===== src/rtl/core/co2f_pkg.sv =====
// ----------------------------------------------------------------------------
// CO2 sensor frame engine package
// Shared types, command codes and the fixed command frame table.
// ----------------------------------------------------------------------------
package co2f_pkg;

   localparam int FRAME_BYTES = 9;
   localparam int IDX_W       = $clog2(FRAME_BYTES);
   localparam int TEMP_OFFSET = 44;

   localparam logic [7:0] FRAME_HEADER = 8'hFF;
   localparam logic [7:0] SENSOR_ADDR  = 8'h01;

   localparam logic OP_COMMAND    = 1'b0;
   localparam logic OP_REPLY_BYTE = 1'b1;

   localparam logic KIND_TX    = 1'b0;
   localparam logic KIND_REPLY = 1'b1;

   localparam logic [3:0] CMD_NONE        = 4'd0;
   localparam logic [3:0] CMD_READ_GAS    = 4'd1;
   localparam logic [3:0] CMD_RANGE_QUERY = 4'd2;
   localparam logic [3:0] CMD_ABC_ON      = 4'd7;
   localparam logic [3:0] CMD_ABC_OFF     = 4'd8;
   localparam logic [3:0] CMD_RANGE_2000  = 4'd9;
   localparam logic [3:0] CMD_RANGE_5000  = 4'd10;
   localparam logic [3:0] CMD_ZERO_CAL    = 4'd11;
   localparam logic [3:0] CMD_RESET       = 4'd12;
   localparam logic [3:0] CMD_READ_TEMP   = 4'd13;

   localparam logic [1:0] RANGE_NONE = 2'd0;
   localparam logic [1:0] RANGE_2000 = 2'd1;
   localparam logic [1:0] RANGE_5000 = 2'd2;

   typedef logic [FRAME_BYTES-1:0][7:0] frame_type;

   typedef struct packed {
      logic cmd_load;
      logic byte_load;
   } dec_ctl_type;

   typedef struct packed {
      logic              done;
      logic              frame_ok;
      logic [15:0]       reply_value;
      logic signed [8:0] temperature;
      logic              temperature_valid;
      logic [1:0]        range_set;
   } reply_result_type;

   function automatic logic has_frame(input logic [3:0] code);
      logic r;
      case (code)
         CMD_READ_GAS, CMD_RANGE_QUERY, CMD_ABC_ON, CMD_ABC_OFF, CMD_RANGE_2000,
         CMD_RANGE_5000, CMD_ZERO_CAL, CMD_RESET, CMD_READ_TEMP: r = 1'b1;
         default: r = 1'b0;
      endcase
      return r;
   endfunction

   function automatic frame_type frame_of(input logic [3:0] code);
      frame_type f;
      f    = '0;
      f[0] = FRAME_HEADER;
      f[1] = SENSOR_ADDR;
      case (code)
         CMD_READ_GAS, CMD_READ_TEMP: begin
            f[2] = 8'h86;
            f[8] = 8'h79;
         end
         CMD_RANGE_QUERY: begin
            f[2] = 8'h9B;
            f[8] = 8'h64;
         end
         CMD_ABC_ON: begin
            f[2] = 8'h79;
            f[3] = 8'hA0;
            f[8] = 8'hE6;
         end
         CMD_ABC_OFF: begin
            f[2] = 8'h79;
            f[8] = 8'h86;
         end
         CMD_RANGE_2000: begin
            f[2] = 8'h99;
            f[6] = 8'h07;
            f[7] = 8'hD0;
            f[8] = 8'h8F;
         end
         CMD_RANGE_5000: begin
            f[2] = 8'h99;
            f[6] = 8'h13;
            f[7] = 8'h88;
            f[8] = 8'hCB;
         end
         CMD_ZERO_CAL: begin
            f[2] = 8'h87;
            f[8] = 8'h78;
         end
         CMD_RESET: begin
            f[2] = 8'h78;
            f[8] = 8'h87;
         end
         default: begin
            f = '0;
         end
      endcase
      return f;
   endfunction

endpackage


===== src/rtl/core/co2f_reply_decoder.sv =====
// ----------------------------------------------------------------------------
// CO2 sensor reply decoder
// Tracks the pending command, collects the nine reply bytes, checks header
// and checksum, and decodes the result on the final byte.
// ----------------------------------------------------------------------------
module co2f_reply_decoder
   import co2f_pkg::*;
(
   input  logic             clock,
   input  logic             reset,
   input  dec_ctl_type      ctl,
   input  logic [3:0]       command_code,
   input  logic [7:0]       rx_byte,
   output reply_result_type result
);

   localparam logic [IDX_W-1:0] LAST_IDX = IDX_W'(FRAME_BYTES - 1);

   logic [3:0]       pending_code_ff, pending_code_in;
   logic [IDX_W-1:0] reply_count_ff, reply_count_in;
   logic [7:0]       byte_sum_ff, byte_sum_in;
   logic             header_seen_ff, header_seen_in;
   logic [7:0]       gas_high_ff, gas_high_in;
   logic [7:0]       gas_low_ff, gas_low_in;
   logic [7:0]       temp_raw_ff, temp_raw_in;
   logic [7:0]       expect_sum;
   logic             ok;
   logic             active;

   always_comb begin
      pending_code_in = pending_code_ff;
      reply_count_in  = reply_count_ff;
      byte_sum_in     = byte_sum_ff;
      header_seen_in  = header_seen_ff;
      gas_high_in     = gas_high_ff;
      gas_low_in      = gas_low_ff;
      temp_raw_in     = temp_raw_ff;
      expect_sum      = 8'd0 - byte_sum_ff;
      ok              = header_seen_ff && (rx_byte == expect_sum);
      active          = ctl.byte_load && (pending_code_ff != CMD_NONE);
      result          = '0;

      if (ctl.cmd_load) begin
         pending_code_in = has_frame(command_code) ? command_code : CMD_NONE;
         reply_count_in  = '0;
         byte_sum_in     = '0;
         header_seen_in  = 1'b0;
      end else if (active) begin
         if (reply_count_ff == LAST_IDX) begin
            result.done     = 1'b1;
            result.frame_ok = ok;
            if (ok) begin
               result.reply_value = (pending_code_ff == CMD_READ_GAS) ?
                                    {gas_high_ff, gas_low_ff} : 16'd1;
               if (pending_code_ff == CMD_READ_GAS || pending_code_ff == CMD_READ_TEMP) begin
                  result.temperature       = $signed({1'b0, temp_raw_ff} - 9'(TEMP_OFFSET));
                  result.temperature_valid = 1'b1;
               end
               if (pending_code_ff == CMD_RANGE_2000) begin
                  result.range_set = RANGE_2000;
               end else if (pending_code_ff == CMD_RANGE_5000) begin
                  result.range_set = RANGE_5000;
               end
            end
            pending_code_in = CMD_NONE;
            reply_count_in  = '0;
            byte_sum_in     = '0;
            header_seen_in  = 1'b0;
         end else begin
            if (reply_count_ff == '0) begin
               header_seen_in = (rx_byte == FRAME_HEADER);
            end else begin
               byte_sum_in = byte_sum_ff + rx_byte;
               if (reply_count_ff == IDX_W'(2)) begin
                  gas_high_in = rx_byte;
               end else if (reply_count_ff == IDX_W'(3)) begin
                  gas_low_in = rx_byte;
               end else if (reply_count_ff == IDX_W'(4)) begin
                  temp_raw_in = rx_byte;
               end
            end
            reply_count_in = reply_count_ff + IDX_W'(1);
         end
      end
   end

   always_ff @(posedge clock) begin
      if (reset) begin
         pending_code_ff <= CMD_NONE;
         reply_count_ff  <= '0;
         byte_sum_ff     <= '0;
         header_seen_ff  <= 1'b0;
      end else begin
         pending_code_ff <= pending_code_in;
         reply_count_ff  <= reply_count_in;
         byte_sum_ff     <= byte_sum_in;
         header_seen_ff  <= header_seen_in;
      end
   end

   always_ff @(posedge clock) begin
      gas_high_ff <= gas_high_in;
      gas_low_ff  <= gas_low_in;
      temp_raw_ff <= temp_raw_in;
   end

endmodule


===== src/rtl/core/co2_sensor_uart_frame_engine_unit.sv =====
// ----------------------------------------------------------------------------
// CO2 sensor UART frame engine
// Builds 9-byte command frames and decodes the 9-byte sensor replies.
// ----------------------------------------------------------------------------
// A command transaction that has a frame yields nine transmit-byte results,
// one per cycle while rsp_ready is high, and no request is taken until the
// ninth byte has moved into the result register; the frame byte counter
// selects each byte in turn. A frameless command yields a single result, and
// reply bytes stream at one per cycle while the result register is free;
// only the ninth byte of a reply yields a result. The result register lets a
// new request enter in the same cycle as the held result is taken.
module co2_sensor_uart_frame_engine_unit
   import co2f_pkg::*;
(
   input  logic              clock,
   input  logic              reset,
   input  logic              req_valid,
   output logic              req_ready,
   input  logic              req_op,
   input  logic [3:0]        req_command_code,
   input  logic [7:0]        req_rx_byte,
   output logic              rsp_valid,
   input  logic              rsp_ready,
   output logic              rsp_kind,
   output logic [7:0]        rsp_tx_byte,
   output logic              rsp_last,
   output logic              rsp_frame_ok,
   output logic [15:0]       rsp_reply_value,
   output logic signed [8:0] rsp_temperature,
   output logic              rsp_temperature_valid,
   output logic [1:0]        rsp_range_set
);

   localparam logic [IDX_W-1:0] LAST_IDX = IDX_W'(FRAME_BYTES - 1);

   logic              frame_active_ff, frame_active_in;
   logic [3:0]        frame_code_ff, frame_code_in;
   logic [IDX_W-1:0]  frame_idx_ff, frame_idx_in;
   logic              rsp_valid_ff, rsp_valid_in;
   logic              rsp_kind_ff, rsp_kind_in;
   logic [7:0]        rsp_tx_byte_ff, rsp_tx_byte_in;
   logic              rsp_last_ff, rsp_last_in;
   logic              rsp_frame_ok_ff, rsp_frame_ok_in;
   logic [15:0]       rsp_reply_value_ff, rsp_reply_value_in;
   logic signed [8:0] rsp_temperature_ff, rsp_temperature_in;
   logic              rsp_temp_valid_ff, rsp_temp_valid_in;
   logic [1:0]        rsp_range_set_ff, rsp_range_set_in;

   logic              out_free;
   logic              req_fire;
   frame_type         cur_frame;
   frame_type         new_frame;
   dec_ctl_type       dec_ctl;
   reply_result_type  dec_result;

   co2f_reply_decoder u_reply_decoder (
      .clock        (clock),
      .reset        (reset),
      .ctl          (dec_ctl),
      .command_code (req_command_code),
      .rx_byte      (req_rx_byte),
      .result       (dec_result)
   );

   always_comb begin
      out_free          = !rsp_valid_ff || rsp_ready;
      req_ready         = !frame_active_ff && out_free;
      req_fire          = req_valid && req_ready;
      dec_ctl.cmd_load  = req_fire && (req_op == OP_COMMAND);
      dec_ctl.byte_load = req_fire && (req_op == OP_REPLY_BYTE);
      cur_frame         = frame_of(frame_code_ff);
      new_frame         = frame_of(req_command_code);

      frame_active_in    = frame_active_ff;
      frame_code_in      = frame_code_ff;
      frame_idx_in       = frame_idx_ff;
      rsp_valid_in       = out_free ? 1'b0 : rsp_valid_ff;
      rsp_kind_in        = rsp_kind_ff;
      rsp_tx_byte_in     = rsp_tx_byte_ff;
      rsp_last_in        = rsp_last_ff;
      rsp_frame_ok_in    = rsp_frame_ok_ff;
      rsp_reply_value_in = rsp_reply_value_ff;
      rsp_temperature_in = rsp_temperature_ff;
      rsp_temp_valid_in  = rsp_temp_valid_ff;
      rsp_range_set_in   = rsp_range_set_ff;

      if (frame_active_ff && out_free) begin
         rsp_valid_in       = 1'b1;
         rsp_kind_in        = KIND_TX;
         rsp_tx_byte_in     = cur_frame[frame_idx_ff];
         rsp_last_in        = (frame_idx_ff == LAST_IDX);
         rsp_frame_ok_in    = 1'b0;
         rsp_reply_value_in = '0;
         rsp_temperature_in = '0;
         rsp_temp_valid_in  = 1'b0;
         rsp_range_set_in   = RANGE_NONE;
         if (frame_idx_ff == LAST_IDX) begin
            frame_active_in = 1'b0;
            frame_idx_in    = '0;
         end else begin
            frame_idx_in = frame_idx_ff + IDX_W'(1);
         end
      end else if (dec_ctl.cmd_load) begin
         rsp_valid_in       = 1'b1;
         rsp_last_in        = 1'b0;
         rsp_frame_ok_in    = 1'b0;
         rsp_reply_value_in = '0;
         rsp_temperature_in = '0;
         rsp_temp_valid_in  = 1'b0;
         rsp_range_set_in   = RANGE_NONE;
         if (has_frame(req_command_code)) begin
            rsp_kind_in     = KIND_TX;
            rsp_tx_byte_in  = new_frame[0];
            frame_active_in = 1'b1;
            frame_code_in   = req_command_code;
            frame_idx_in    = IDX_W'(1);
         end else begin
            rsp_kind_in    = KIND_REPLY;
            rsp_tx_byte_in = '0;
         end
      end else if (dec_ctl.byte_load && dec_result.done) begin
         rsp_valid_in       = 1'b1;
         rsp_kind_in        = KIND_REPLY;
         rsp_tx_byte_in     = '0;
         rsp_last_in        = 1'b0;
         rsp_frame_ok_in    = dec_result.frame_ok;
         rsp_reply_value_in = dec_result.reply_value;
         rsp_temperature_in = dec_result.temperature;
         rsp_temp_valid_in  = dec_result.temperature_valid;
         rsp_range_set_in   = dec_result.range_set;
      end
   end

   always_ff @(posedge clock) begin
      if (reset) begin
         frame_active_ff <= 1'b0;
         frame_idx_ff    <= '0;
         rsp_valid_ff    <= 1'b0;
      end else begin
         frame_active_ff <= frame_active_in;
         frame_idx_ff    <= frame_idx_in;
         rsp_valid_ff    <= rsp_valid_in;
      end
   end

   always_ff @(posedge clock) begin
      frame_code_ff      <= frame_code_in;
      rsp_kind_ff        <= rsp_kind_in;
      rsp_tx_byte_ff     <= rsp_tx_byte_in;
      rsp_last_ff        <= rsp_last_in;
      rsp_frame_ok_ff    <= rsp_frame_ok_in;
      rsp_reply_value_ff <= rsp_reply_value_in;
      rsp_temperature_ff <= rsp_temperature_in;
      rsp_temp_valid_ff  <= rsp_temp_valid_in;
      rsp_range_set_ff   <= rsp_range_set_in;
   end

   assign rsp_valid             = rsp_valid_ff;
   assign rsp_kind              = rsp_kind_ff;
   assign rsp_tx_byte           = rsp_tx_byte_ff;
   assign rsp_last              = rsp_last_ff;
   assign rsp_frame_ok          = rsp_frame_ok_ff;
   assign rsp_reply_value       = rsp_reply_value_ff;
   assign rsp_temperature       = rsp_temperature_ff;
   assign rsp_temperature_valid = rsp_temp_valid_ff;
   assign rsp_range_set         = rsp_range_set_ff;

endmodule


===== config.mk =====
export PLATFORM = sky130hd
export DESIGN_NAME = co2_sensor_uart_frame_engine_unit
export DESIGN_NICKNAME = d
export VERILOG_FILES = /design/src/rtl/core/co2f_pkg.sv /design/src/rtl/core/co2f_reply_decoder.sv /design/src/rtl/core/co2_sensor_uart_frame_engine_unit.sv
export SDC_FILE = /design/constraint.sdc
export NUM_CORES = 1
export LEC_CHECK = 0
export ABC_AREA = 1
export BUFFER_PORTS_ARGS = -buffer_cell sky130_fd_sc_hd__buf_2
export CELL_PAD_IN_SITES_DETAIL_PLACEMENT = 1
export CELL_PAD_IN_SITES_GLOBAL_PLACEMENT = 2
export CORE_UTILIZATION = 37
export DETAILED_ROUTE_END_ITERATION = 10
export GPL_ROUTABILITY_DRIVEN = 0
export MAX_ROUTING_LAYER = met4
export PLACE_DENSITY_LB_ADDON = 0.15
export SLEW_MARGIN = 20
export SYNTH_ARGS = -nofsm -noshare
export SYNTH_HDL_FRONTEND = slang
export SYNTH_SLANG_ARGS = --single-unit

===== constraint.sdc =====
create_clock -name clock -period 3.4 [get_ports clock]
set_input_delay 0.17 -clock clock [delete_from_list [all_inputs] [get_ports clock]]
set_output_delay 0.17 -clock clock [all_outputs]
set_load 0.01 [all_outputs]

Yosys cells after proc, flatten, opt, wreduce, memory -nomap -nowiden
Memory sizes are Yosys's and may differ from the RTL's.
Cells that the tools add are included.

word-level totals
  bits in read-only memories = 32
  input port bits = 17
  memories = 2
  logic and storage cells = 153
  flip-flop bits (word level) = 90
  output and inout port bits = 41

memories
  name              words  bits a word  rd ports  clocked after Yosys merged registers in  write ports  line            source
  (name not given)  16     1            1         0                                        0            co2f_pkg.sv:53  case (code)
  (name not given)  16     1            1         0                                        0            co2f_pkg.sv:53

cells by class
  add/subtract/negate cells = 5
  reduce and logical (&&, ||, !) cells = 38
  $lt $le $gt $ge = 1
  mux-type cells = 50
  eq/ne operators = 31
  bitwise gates (word level) = 7

operators by type and width
  cell                                                                number
  30-bit 2-to-1 mux                                                   3
  8-bit 2-to-1 mux                                                    9
  4-bit == test, second input constant                                17
  8-bit one-hot mux with 8 select lines                               1
  8-bit one-hot mux with 6 select lines                               1
  4-bit 2-to-1 mux                                                    9
  8-bit binary-select mux with 4-bit select                           1
  16-bit one-hot mux with 2 select lines                              1
  28-bit 2-to-1 mux                                                   1
  1-bit 2-to-1 mux                                                    19
  9-bit OR reduction                                                  2
  4-bit by 2-bit == test with 1-bit output, second input constant     4
  16-bit 2-to-1 mux                                                   1
  4-bit by 1-bit == test with 1-bit output, second input constant     3
  4-bit by 3-bit == test with 1-bit output, second input constant     3
  2-bit nonzero test                                                  6
  10-bit 2-to-1 mux                                                   1
  2-bit OR reduction                                                  5
  9-bit 2-to-1 mux                                                    1
  8-bit by 6-bit subtractor with 9-bit output, second input constant  1
  4-bit by 1-bit adder with 4-bit output, second input constant       2
  8-bit adder                                                         1
  8-bit == test                                                       1
  8-bit == test, second input constant                                1
  16 further kinds                                                    38

Depth between registers and ports, before layout
  depth in word-level cells = 12
  mapped depth = 15
  depth with buffers taken out = 15

By module
From an unflattened synthesis, not the netlist that was laid out.

second synthesis, totals
  cell total of the unflattened synthesis = 643
  area total of the unflattened synthesis = 4999.8 um2

modules (own cells, without submodules)
  module                             area each (um2)  cells an instance  sequential area each (um2)  instances
  co2f_reply_decoder                 2547.4           320                1061.0                      1
  co2_sensor_uart_frame_engine_unit  2452.4           323                1111.1                      1

Worst setup path after synthesis
Ideal clock, no wire load.

  path kind = register to register
  from = register rsp_valid_ff, in the netlist rsp_valid
  to = register u_reply_decoder.temp_raw_ff[0] (enable)
  setup time = 0.395 ns
  setup slack = 1.183 ns
  cell stages (with the launch flop) = 6
  period minus slack after synthesis = 2.217 ns
  required time = 3.005 ns
  path buffers = 0
  arrival = 1.822 ns
  path through = dfxtp_1 > a21oi_4 > nand3_2 > nor2_4 > inv_1 > nor4_1

on the way
  cells in the longest elaborated chain, start to end = 7
  elaborated cells between the ends (all ways) = 9
  those cells by class = bitwise (1); reduce/logical (8)

RTL lines
  element                                              line                                                                              source
  from (decl)                                          co2_sensor_uart_frame_engine_unit.sv:39                                           logic rsp_valid_ff, rsp_valid_in;
  from (signal assigned)                               co2_sensor_uart_frame_engine_unit.sv:142                                          rsp_valid_ff <= rsp_valid_in;
  1-bit zero test (*)                                  co2_sensor_uart_frame_engine_unit.sv:66                                           out_free = !rsp_valid_ff || rsp_ready;
  1-bit logical OR (*)                                 co2_sensor_uart_frame_engine_unit.sv:66
  1-bit logical AND (*)                                co2_sensor_uart_frame_engine_unit.sv:67                                           req_ready = !frame_active_ff && out_free;
  named net req_ready                                  co2_sensor_uart_frame_engine_unit.sv:18                                           output logic req_ready,
  1-bit logical AND (*)                                co2_sensor_uart_frame_engine_unit.sv:68                                           req_fire = req_valid && req_ready;
  1-bit logical AND, on equally long branches          co2_sensor_uart_frame_engine_unit.sv:70, co2_sensor_uart_frame_engine_unit.sv:69
  1-bit logical AND or 1-bit inverter (tied branches)  n/a
  7-bit AND reduction (no source line) (*)             n/a
  to (signal assigned)                                 co2f_reply_decoder.sv:104                                                         temp_raw_ff <= temp_raw_in;
  to (decl)                                            co2f_reply_decoder.sv:25                                                          logic [7:0] temp_raw_ff, temp_raw_in;

The timed path passes the listed nets; every way through them passes the cells marked *.
A chain may end at the register's enable or synchronous reset.

Worst setup path after layout
  from = register rsp_valid_ff, in the netlist rsp_valid
  to = register rsp_tx_byte_ff[6], in the netlist rsp_tx_byte[6], data pin

on the way
  cells in the longest elaborated chain, start to end = 7
  elaborated cells between the ends (all ways) = 8
  those cells by class = mux (2); reduce/logical (6)

RTL lines
  element                      line                                      source
  1-bit zero test (*)          co2_sensor_uart_frame_engine_unit.sv:66
  1-bit logical OR (*)         co2_sensor_uart_frame_engine_unit.sv:66
  1-bit logical AND            co2_sensor_uart_frame_engine_unit.sv:67
  1-bit logical AND            co2_sensor_uart_frame_engine_unit.sv:68
  1-bit logical AND            co2_sensor_uart_frame_engine_unit.sv:69   dec_ctl.cmd_load = req_fire && (req_op == OP_COMMAND);
  8-bit 2-to-1 mux             co2_sensor_uart_frame_engine_unit.sv:103  end else if (dec_ctl.cmd_load) begin
  8-bit 2-to-1 mux (*)         co2_sensor_uart_frame_engine_unit.sv:87   if (frame_active_ff && out_free) begin
  named net rsp_tx_byte_in[6]  co2_sensor_uart_frame_engine_unit.sv:41   logic [7:0] rsp_tx_byte_ff, rsp_tx_byte_in;
  to (signal assigned)         co2_sensor_uart_frame_engine_unit.sv:149  rsp_tx_byte_ff <= rsp_tx_byte_in;
  to (decl)                    co2_sensor_uart_frame_engine_unit.sv:41

Marked as above.

==> flow_metrics.py <==
metrics = {
    "clock_network": {
        "cts_tree": "built",
        "cts_root_buffer": "clkbuf_16",
        "cts_made_buffers": 9,
        "cts_hold_buf": 0,
        "cts_buffer_depth": 2,
        "cts_max_level": 3,
        "clk_pin_slew_ns": 0.07,
        "post_cts_buffers": 0,
        "clkLatencyLatePin_ns": 0.35,
        "cts_sinks": 90,
        "ctsResizeCount": 0,
    },
    "pwr": {
        "pwr-share-comb_pct": 8.3,
        "swShare_pct": 25.0,
        "switchingPower_mw": 0.604,
        "leakagePower_nw": 2.32,
        "powerDensity_nw_per_um2": 456,
        "clkPwrFrac_pct": 43.6,
        "p_int_mw": 1.81,
        "ir_drop_mv": 0.269,
        "seq_power_share_pct": 48.1,
    },
    "die": {
        "dieArea_sq_um": 12700,
        "die-height_um": 113,
        "fp.coreArea_sq_um": 12000,
        "initial_core_util_pct": 37.9,
        "die_width_um": 113,
        "ios": 58,
        "num_rows": 40,
    },
    "global_routing": {
        "grt_util_met2_pct": 32.9,
        "antenna_found_initial": 0,
        "grt_use_met1_pct": 26.0,
        "gr-usage-met3_pct": 4.23,
        "grt_overflow": 0,
        "grt_pass1_wl_um": 19300,
        "grt_pass1_vias": 3810,
        "grt.busiest_layer": "met2",
        "grt_usage_pct": 20.5,
        "grt_max_degree": 28,
    },
    "route": {
        "detail_route.wl_per_cell_um": 15.9,
        "via_count": 3809,
        "viasPerCell": 5.06,
        "detail-route-antenna-nets": 0,
        "routed_wl_um": 12000,
        "firstDrtPassIters": 4,
        "drc": 0,
        "drt_iter0_drc": 244,
    },
    "synth": {
        "netlist_instances": 537,
        "synth_mux_area_share_pct": 0,
        "ys_ff_latch": 90,
        "synthFlopType": "dfxtp_1",
        "synth-edff-count": 37,
        "ys_warn_count": 0,
        "synth_cell_type_count": 40,
        "synth-xor-area-share_pct": 3.47,
        "syn_avg_cell_area_sq_um": 8.45,
        "synthesis.nets": 573,
        "synth_area_sq_um": 4540,
        "synthAdderAreaFrac_pct": 5.41,
        "seq_area_frac_synth_pct": 47.9,
        "async_flop_share_pct": 0,
        "synth_top_family_by_area": "simple AND/OR/NAND/NOR gates",
        "synth-compound-area-share_pct": 12.0,
        "synthSimpleGateAreaFrac_pct": 25.8,
    },
    "sta": {
        "worstMarginPinSlew_ns": 0.813,
        "fmax_mhz": 412,
        "hold_violations": 0,
        "finalClockSkew_ns": 0.0113,
        "tns_ns": 0,
        "fin_crit_ns": 2.43,
        "relSlewSlack_pct": 45.6,
        "drv_slew": 0,
        "finalSetupViolCount": 0,
        "rsz0062_at_grt": "no",
        "post-route-period-util_pct": 71.4,
    },
    "worst_setup_path": {
        "r2r-end": "rsp_tx_byte[6]",
        "crit_type": "flip-flop to flip-flop",
        "worstPathArrival_ns": 2.62,
        "r2r_slack_ns": 0.97,
        "reg2reg_from": "rsp_valid",
        "cp-start-kind": "flip-flop",
        "worstRegToRegCells": 7,
        "crit_required_ns": 3.59,
        "endpoint_kind": "flip-flop",
        "critPathMaxFanout": 9,
    },
    "placement": {
        "hpwl_um": 9070,
        "port_buffers": 57,
    },
    "worst_hold_path": {
        "min_to": "frame_code_ff[3]",
        "hold_start": "req_command_code[3]",
        "min-delay-path-class": "input port to flip-flop",
        "hold_depth": 1,
    },
    "finish": {
        "final_common_cell": "nand2_1",
        "final_util_pct": 44.3,
        "antennaDiodeCount": 0,
        "drive_gt1_share_pct": 17.7,
        "area_delta_synth_final_pct": 16.9,
        "final_cell_mix": "nand2_1, buf_2, dfxtp_1",
        "nNetsFinal": 637,
    },
    "run_status": {
        "status": "complete, no violations",
    },
    "run": {
        "maxCapViolations": 0,
    },
}
[sequential cells by signal (all words and copies together) (netlist names)]
name / flops
rsp_temperature: 9
u_reply_decoder.gas_low_ff: 8
u_reply_decoder.temp_raw_ff: 8
frame_idx_ff: 4
u_reply_decoder.byte_sum_ff: 8
rsp_valid: 1
rsp_range_set: 2
rsp_last: 1
rsp_reply_value: 16
u_reply_decoder.reply_count_ff: 4
u_reply_decoder.pending_code_ff: 4
rsp_temperature_valid: 1
frame_active_ff: 1
frame_code_ff: 4
rsp_kind: 1
u_reply_decoder.header_seen_ff: 1
rsp_tx_byte: 8
u_reply_decoder.gas_high_ff: 8
rsp_frame_ok: 1
[critical path: stages, from the launching register on]
cell and delay (ns):
dfxtp_1 0.35, a21oi_4 0.23, nand2_1 0.09, nor2_2 0.24
inv_1 0.15, nor2_1 0.54, o21ai_1 0.45, nand2_1 0.21
[power by group through the flow]
stage               registers (mW)  clock network [mW]  logic, mW
floorplan                     1.19                   0      0.123
global route                  1.16                1.12      0.227
finish                        1.16                1.05      0.200
detailed placement            1.19                   0      0.202
global placement              1.19                   0      0.199
CTS                           1.16                1.08      0.203
[cell type report]
type | count | area (sq um)
Clock buffer | 10 | 239
Sequential cell | 90 | 2170
Timing Repair Buffer | 60 | 308
Tap cell | 147 | 184
Inverter | 55 | 206
Fill cell | 1465 | 6660
Multi-Input combinational cell | 385 | 2120
Clock inverter | 6 | 76.3
[synth_stat cells (4+ instances only)]
library cell,instances,area share (%)
o21ai_2,10,1.9
xnor2_1,8,1.5
xor2_1,10,1.9
nand3_1,37,4.1
nor2_1,44,3.6
dfxtp_1,53,23
a21oi_1,31,3.4
nor2_2,4,0.55
nand2_1,134,11
o21ai_0,34,3.8
or2_2,4,0.55
ha_1,18,5.0
nor3_1,10,1.1
edfxtp_1,37,24
nand4_1,13,1.8
inv_1,51,4.2
[worst max-delay path by stage]
| stage | endpoint | cells after the start | startpoint | slack (ns) |
|---|---|---|---|---|
| after floorplan | u_reply_decoder.temp_raw_ff[0] | 5 | rsp_valid | 1.18 |
| after global placement | rsp_tx_byte[3] | 7 | rsp_valid | 1.06 |
| after detailed placement | rsp_reply_value[8] | 11 | u_reply_decoder.reply_count_ff[0] | 0.94 |
| after CTS | rsp_reply_value[1] | 11 | u_reply_decoder.reply_count_ff[0] | 0.92 |
| after global routing | rsp_reply_value[1] | 11 | u_reply_decoder.reply_count_ff[0] | 0.68 |
| final | rsp_tx_byte[6] | 7 | rsp_valid | 0.97 |
[metal layers]
layer,up-vias,wire (um)
met3,11,348
met2,47,5590
met1,1814,5890
met4,0,140
met5,-,0
li1,1937,-
[cells by family (layout without fill, tap and decap cells)]
logic type,Yosys count,count (layout)
adder cells (fa/ha/maj),19,19
XOR/XNOR,18,18
AND/OR/NAND/NOR,258,258
AO/OA/AOI/OAI,90,90
flip-flops,90,90
buffers and inverters,62,131
[stage by stage]
stage	setup WS (ns)	instance area, sq um	total power [mW]	hold WS [ns]	cells
after floorplan	1.18	4540	1.31	0.239	537
after global placement	1.06	4990	1.38	0.392	737
after detailed placement	0.941	4990	1.39	0.395	737
after CTS	0.925	5300	2.44	0.0326	753
after global routing	0.675	5300	2.51	0.0342	753
final	0.971	5300	2.42	0.0408	753
(Power assumes the default switching activity.)
